File: src/rtl/llur_pkg.sv
`default_nettype none
package llur_pkg;

    localparam int MAX_WIDTH_DEF = 16384;

    // quotient bits of the normalising divide, one per stage
    localparam int DIV_BITS = 31;
    // operand capture, one stage per quotient bit, saturation stage
    localparam int DIV_LAT  = DIV_BITS + 2;
    // powers, terms, sum, difference, magnitude, scale, source column
    localparam int POLY_LAT = 15;

    localparam logic [30:0] SAT_MAG = 31'h7FFF_FFFF;

    localparam logic [2:0] REG_CENTER_COL   = 3'd0;
    localparam logic [2:0] REG_FOCAL_LEN    = 3'd1;
    localparam logic [2:0] REG_COEF_CUBIC   = 3'd2;
    localparam logic [2:0] REG_COEF_QUINTIC = 3'd3;
    localparam logic [2:0] REG_COEF_SQUARE  = 3'd4;
    localparam logic [2:0] REG_LINE_WIDTH   = 3'd5;

    localparam logic [31:0] CENTER_COL_RST = 32'd536870912;
    localparam logic [31:0] FOCAL_LEN_RST  = 32'd1073741824;
    localparam logic [14:0] LINE_WIDTH_RST = 15'd16384;

    localparam logic OP_WRITE = 1'b0;
    localparam logic OP_READ  = 1'b1;

    typedef struct packed {
        logic        valid;
        logic        opcode;
        logic [13:0] column;
        logic [7:0]  pixel;
    } tag_t;

endpackage
`default_nettype wire

File: src/rtl/llur_div.sv
`default_nettype none
// n = (c - vc) / fy in q3.28 magnitude, restoring divide one bit per stage
module llur_div (
    input  wire logic        aclk,
    input  wire logic        en,
    input  wire logic [13:0] column,
    input  wire logic [31:0] center_col,
    input  wire logic [31:0] focal_len,
    output logic      [30:0] nmag,
    output logic             nneg
);

    localparam int NB = llur_pkg::DIV_BITS;

    logic [32:0] cq;
    logic [32:0] cc;
    logic        dneg;
    logic [32:0] diff;
    logic        sat;
    logic [32:0] fy;

    logic [31:0] dmag_reg;
    logic        dneg_reg;
    logic        sat_reg;

    logic [31:0] r_reg    [NB];
    logic [30:0] q_reg    [NB];
    logic [2:0]  lo_reg   [NB];
    logic        sneg_reg [NB];
    logic        ssat_reg [NB];

    logic [30:0] nmag_reg;
    logic        nneg_reg;

    assign cq   = 33'({column, 16'h0000});
    assign cc   = {1'b0, center_col};
    assign dneg = cq < cc;
    assign diff = dneg ? (cc - cq) : (cq - cc);
    // quotient reaches 2^31 exactly when dmag >= 8 * fy
    assign sat  = (diff[31:0] != 32'd0) &&
                  ({4'b0000, diff[31:0]} >= {1'b0, focal_len, 3'b000});
    assign fy   = {1'b0, focal_len};

    always_ff @(posedge aclk) begin
        if (en) begin
            dmag_reg <= diff[31:0];
            dneg_reg <= dneg;
            sat_reg  <= sat;
        end
    end

    for (genvar k = 0; k < NB; k++) begin : g_bit
        logic [31:0] r_in;
        logic [30:0] q_in;
        logic [2:0]  lo_in;
        logic        neg_in;
        logic        sat_in;
        logic        nbit;
        logic [32:0] trial;
        logic        ge;

        if (k == 0) begin : g_first
            assign r_in   = {3'b000, dmag_reg[31:3]};
            assign q_in   = '0;
            assign lo_in  = dmag_reg[2:0];
            assign neg_in = dneg_reg;
            assign sat_in = sat_reg;
        end else begin : g_next
            assign r_in   = r_reg[k-1];
            assign q_in   = q_reg[k-1];
            assign lo_in  = lo_reg[k-1];
            assign neg_in = sneg_reg[k-1];
            assign sat_in = ssat_reg[k-1];
        end

        // dividend bits below the low three of dmag are zero
        if (k <= 2) begin : g_dbit
            assign nbit = lo_in[2-k];
        end else begin : g_zbit
            assign nbit = 1'b0;
        end

        assign trial = {r_in, nbit};
        assign ge    = trial >= fy;

        always_ff @(posedge aclk) begin
            if (en) begin
                r_reg[k]    <= ge ? 32'(trial - fy) : trial[31:0];
                q_reg[k]    <= {q_in[29:0], ge};
                lo_reg[k]   <= lo_in;
                sneg_reg[k] <= neg_in;
                ssat_reg[k] <= sat_in;
            end
        end
    end

    always_ff @(posedge aclk) begin
        if (en) begin
            nmag_reg <= ssat_reg[NB-1] ? llur_pkg::SAT_MAG : q_reg[NB-1];
            nneg_reg <= sneg_reg[NB-1] && (ssat_reg[NB-1] || (q_reg[NB-1] != 31'd0));
        end
    end

    assign nmag = nmag_reg;
    assign nneg = nneg_reg;

endmodule
`default_nettype wire

File: config.mk
export PLATFORM = sky130hd
export DESIGN_NAME = llur_div
export DESIGN_NICKNAME = d
export VERILOG_FILES = /design/src/rtl/llur_pkg.sv /design/src/rtl/llur_div.sv
export SDC_FILE = /design/constraint.sdc
export NUM_CORES = 2
export LEC_CHECK = 0
export BUFFER_PORTS_ARGS = -buffer_cell sky130_fd_sc_hd__buf_2
export CAP_MARGIN = 20
export CORE_ASPECT_RATIO = 1.1
export CORE_MARGIN = 5
export CORE_UTILIZATION = 40
export DETAILED_ROUTE_END_ITERATION = 10
export PLACE_DENSITY = 0.6
export SKIP_CTS_REPAIR_TIMING = 1
export SYNTH_ARGS = -nofsm -noshare
export SYNTH_HDL_FRONTEND = slang
export SYNTH_SLANG_ARGS = --single-unit
export TNS_END_PERCENT = 10
File: constraint.sdc
create_clock -name aclk -period 12.1 [get_ports aclk]
set_input_delay 1.21 -clock aclk [delete_from_list [all_inputs] [get_ports aclk]]
set_output_delay 1.21 -clock aclk [all_outputs]
set_load 0.05 [all_outputs]
==> metrics.cfg <==
[global_route]
gr-total-overflow=0
grt_use_met1_pct=26.8
grt_pass1_wl_mm=468
top_usage_layer=met2
grt_max_degree=167
track_usage_pct=21.5
use_met2_pct=36.8
first_global_vias=78800
met3_usage_pct=2.72
antenna_found_initial=18

[route]
drtPass1Iterations=6
drc=0
wirelength_mm=313
first_iter_violations=6503
wl_per_cell_um=22.5
antenna_left=0
viasPerCell=5.80
vias=80800

[synthesis]
synth_most_common_cell=edfxtp_1
synthDistinctLibCells=102
yosysSeqAreaShare_pct=44.4
syn_inst=10100
synth.avg_cell_area_um2=10.6
ys.flop_type=edfxtp_1
syn-cell-area_um2=107000
ys_top_cells_by_count=edfxtp_1 (1587), ha_1 (1047), a21oi_1 (904)
yosysTopAreaCellShare_pct=44.4
yosysWarnings=0
synth_area_leader_cell=edfxtp_1
async_reset_ff_share_pct=0
postSynthRegisterBits=1587
synth_edf_count=1587
syn-num-nets=11300
synth.area.top_cells=edfxtp_1 (44%), ha_1 (12%), mux2_2 (4.4%), a21oi_1 (4.2%), xnor2_1 (3.9%)

[clock_tree]
cts_buffers=188
root_buffer=clkbuf_16
clkLatencyLatePin_ns=0.89
htreeDepth=4
clk_pin_slew_ns=0.06
ctsLongestPathBuffers=4
clock-sinks=1587
cts_tree=done

[pwr]
p_leak_nw=46.9
combPwrFrac_pct=52.3
pwr-share-seq_pct=30.9
switching_share_pct=40.3
power_density_nw_per_um2=290
power_switching_w=0.0139
peakVddDrop_uv=155
pwr-share-clk_pct=16.8
p_int_w=0.0205

[critical_path]
path_buf_inv=4
path_cells=buf_2 -> inv_2 -> buf_4 -> ha_1 -> a21oi_1 -> nor4b_1 -> a21oi_1 -> a41oi_1 -> a211oi_1 -> o21a_1 -> o21ai_1 -> o21a_1 -> inv_1 -> o2111a_1 -> nand4b_1
crit_path_top_delay_cell=o21a_1
worstSetupPathType=input port to flip-flop
endpoint_kind=flip-flop
r2r_start=r_reg[1][211]
slowest_delay_ns=0.80
reg2reg_setup_slack_ns=7.08
cp-start-kind=input port
cp_data_arrival_time_ns=6.62
cp.required_ns=12.72
crit_family=compound AO/OA/AOI/OAI gates
cp-startpoint=focal_len[3]
cp_max_fo=38

[floorplan]
num_rows=199
fp.dieW_um=504
dieHeight_um=553
dieArea_um2=279000
start_util_pct=40.2
io_pins=112
core_area_um2=267000

[run_status]
status=finished, final reports clean

[layout]
areaGrowthSynthToFinish_pct=10.4
nets=11400
n_fill_cell=24700
drive_gt1_share_pct=10.5
largest_reg_flops=960

[min_path]
min_from=q_reg[1][105]
hp-class=flip-flop to flip-flop

[timing]
finClkSkew_ns=0.115
timing.final.crit_share_pct=49.6
rsz0062_at_grt=no
finalHoldViolations=0
drv_slew=0
tightest_slew_ns=1.13
min_period_ns=6.01
slew_headroom_pct=24.1
tns_ns=0
setup_slack_ns=6.09
setup_viol=0
fmax_ghz=0.166

[placement]
place_ws_ns=5.31
dp_hpwl_mm=224
gp_congestion=0.930
port_buffers=111

[run]
max-cap-violations=0

[stage by stage]
step	utilization (%)	cells	total power, W	hold WS [ns]	cell area (µm²)
after detailed placement	42.0	13600	0.0284	0.405	112000
final	44.4	13900	0.0344	0.369	119000
after floorplan	-	10100	0.0237	0.400	107000
after global placement	42.0	13600	0.0281	0.400	112000
after CTS	44.3	13900	0.0344	0.374	118000
after global routing	44.4	13900	0.0368	0.372	119000
[cell families after synthesis]
group,synth area share [%]
buffers and inverters,2.04
XOR/XNOR,6.54
AND/OR/NAND/NOR,11.4
multiplexers,4.71
flip-flops,44.4
adder cells (fa/ha/maj),12.8
AO/OA/AOI/OAI,18.1
[area by class of cell]
class / count / area (µm²) / share of cell area (%)
repair buffers: 209 / 1420 / 1.20
multi-input cells: 7954 / 57600 / 48.6
inverters: 330 / 1240 / 1.05
well taps: 3517 / 4400 / 3.71
clock buffers: 215 / 4830 / 4.07
clock inverters: 118 / 1350 / 1.13
diodes: 3 / 7.51 / 0.00633
flip-flops and latches: 1587 / 47700 / 40.2
[power by group through the flow]
stage                     registers (W)  clock network [W]  logic [W]
final                            0.0106            0.00578     0.0180
after global routing             0.0108            0.00617     0.0199
after CTS                        0.0106            0.00594     0.0179
after detailed placement         0.0107                  0     0.0177
after global placement           0.0107                  0     0.0174
after floorplan                 0.00979                  0     0.0139
[metal layers]
layer | routed length [µm] | vias to the layer above
met2 | 149000 | 2413
met1 | 130000 | 39000
li1 | - | 38600
met5 | 67 | -
met4 | 17600 | 10
met3 | 16700 | 720
[cell usage in the layout (no fill, tap or decap), types with 94 or more instances in the layout]
| master | synthesis | final |
|---|---|---|
| nand2_1 | 806 | 805 |
| xor2_1 | 318 | 318 |
| buf_2 | 57 | 108 |
| nand3_1 | 177 | 176 |
| nor3_1 | 161 | 160 |
| nand4_1 | 107 | 107 |
| nor2b_1 | 130 | 130 |
| mux2_2 | 418 | 418 |
| a21o_1 | 459 | 459 |
| clkbuf_16 | 0 | 189 |
| edfxtp_1 | 1587 | 1587 |
| nor2_1 | 618 | 618 |
| a21oi_1 | 904 | 904 |
| ha_1 | 1047 | 1047 |
| nand2b_1 | 150 | 150 |
| xnor2_1 | 483 | 483 |
| o31ai_1 | 94 | 94 |
| o21ai_0 | 717 | 716 |
| o21a_1 | 140 | 140 |
| o21bai_1 | 111 | 111 |
| inv_1 | 328 | 297 |
[worst paths after layout]
path | cells after the start | end
min | 0 | q_reg[1][137]
max reg2reg | 12 | r_reg[1][254]
min reg2reg | 0 | q_reg[1][137]
max | 15 | r_reg[1][254]
Power figures use the tool's default switching activity.
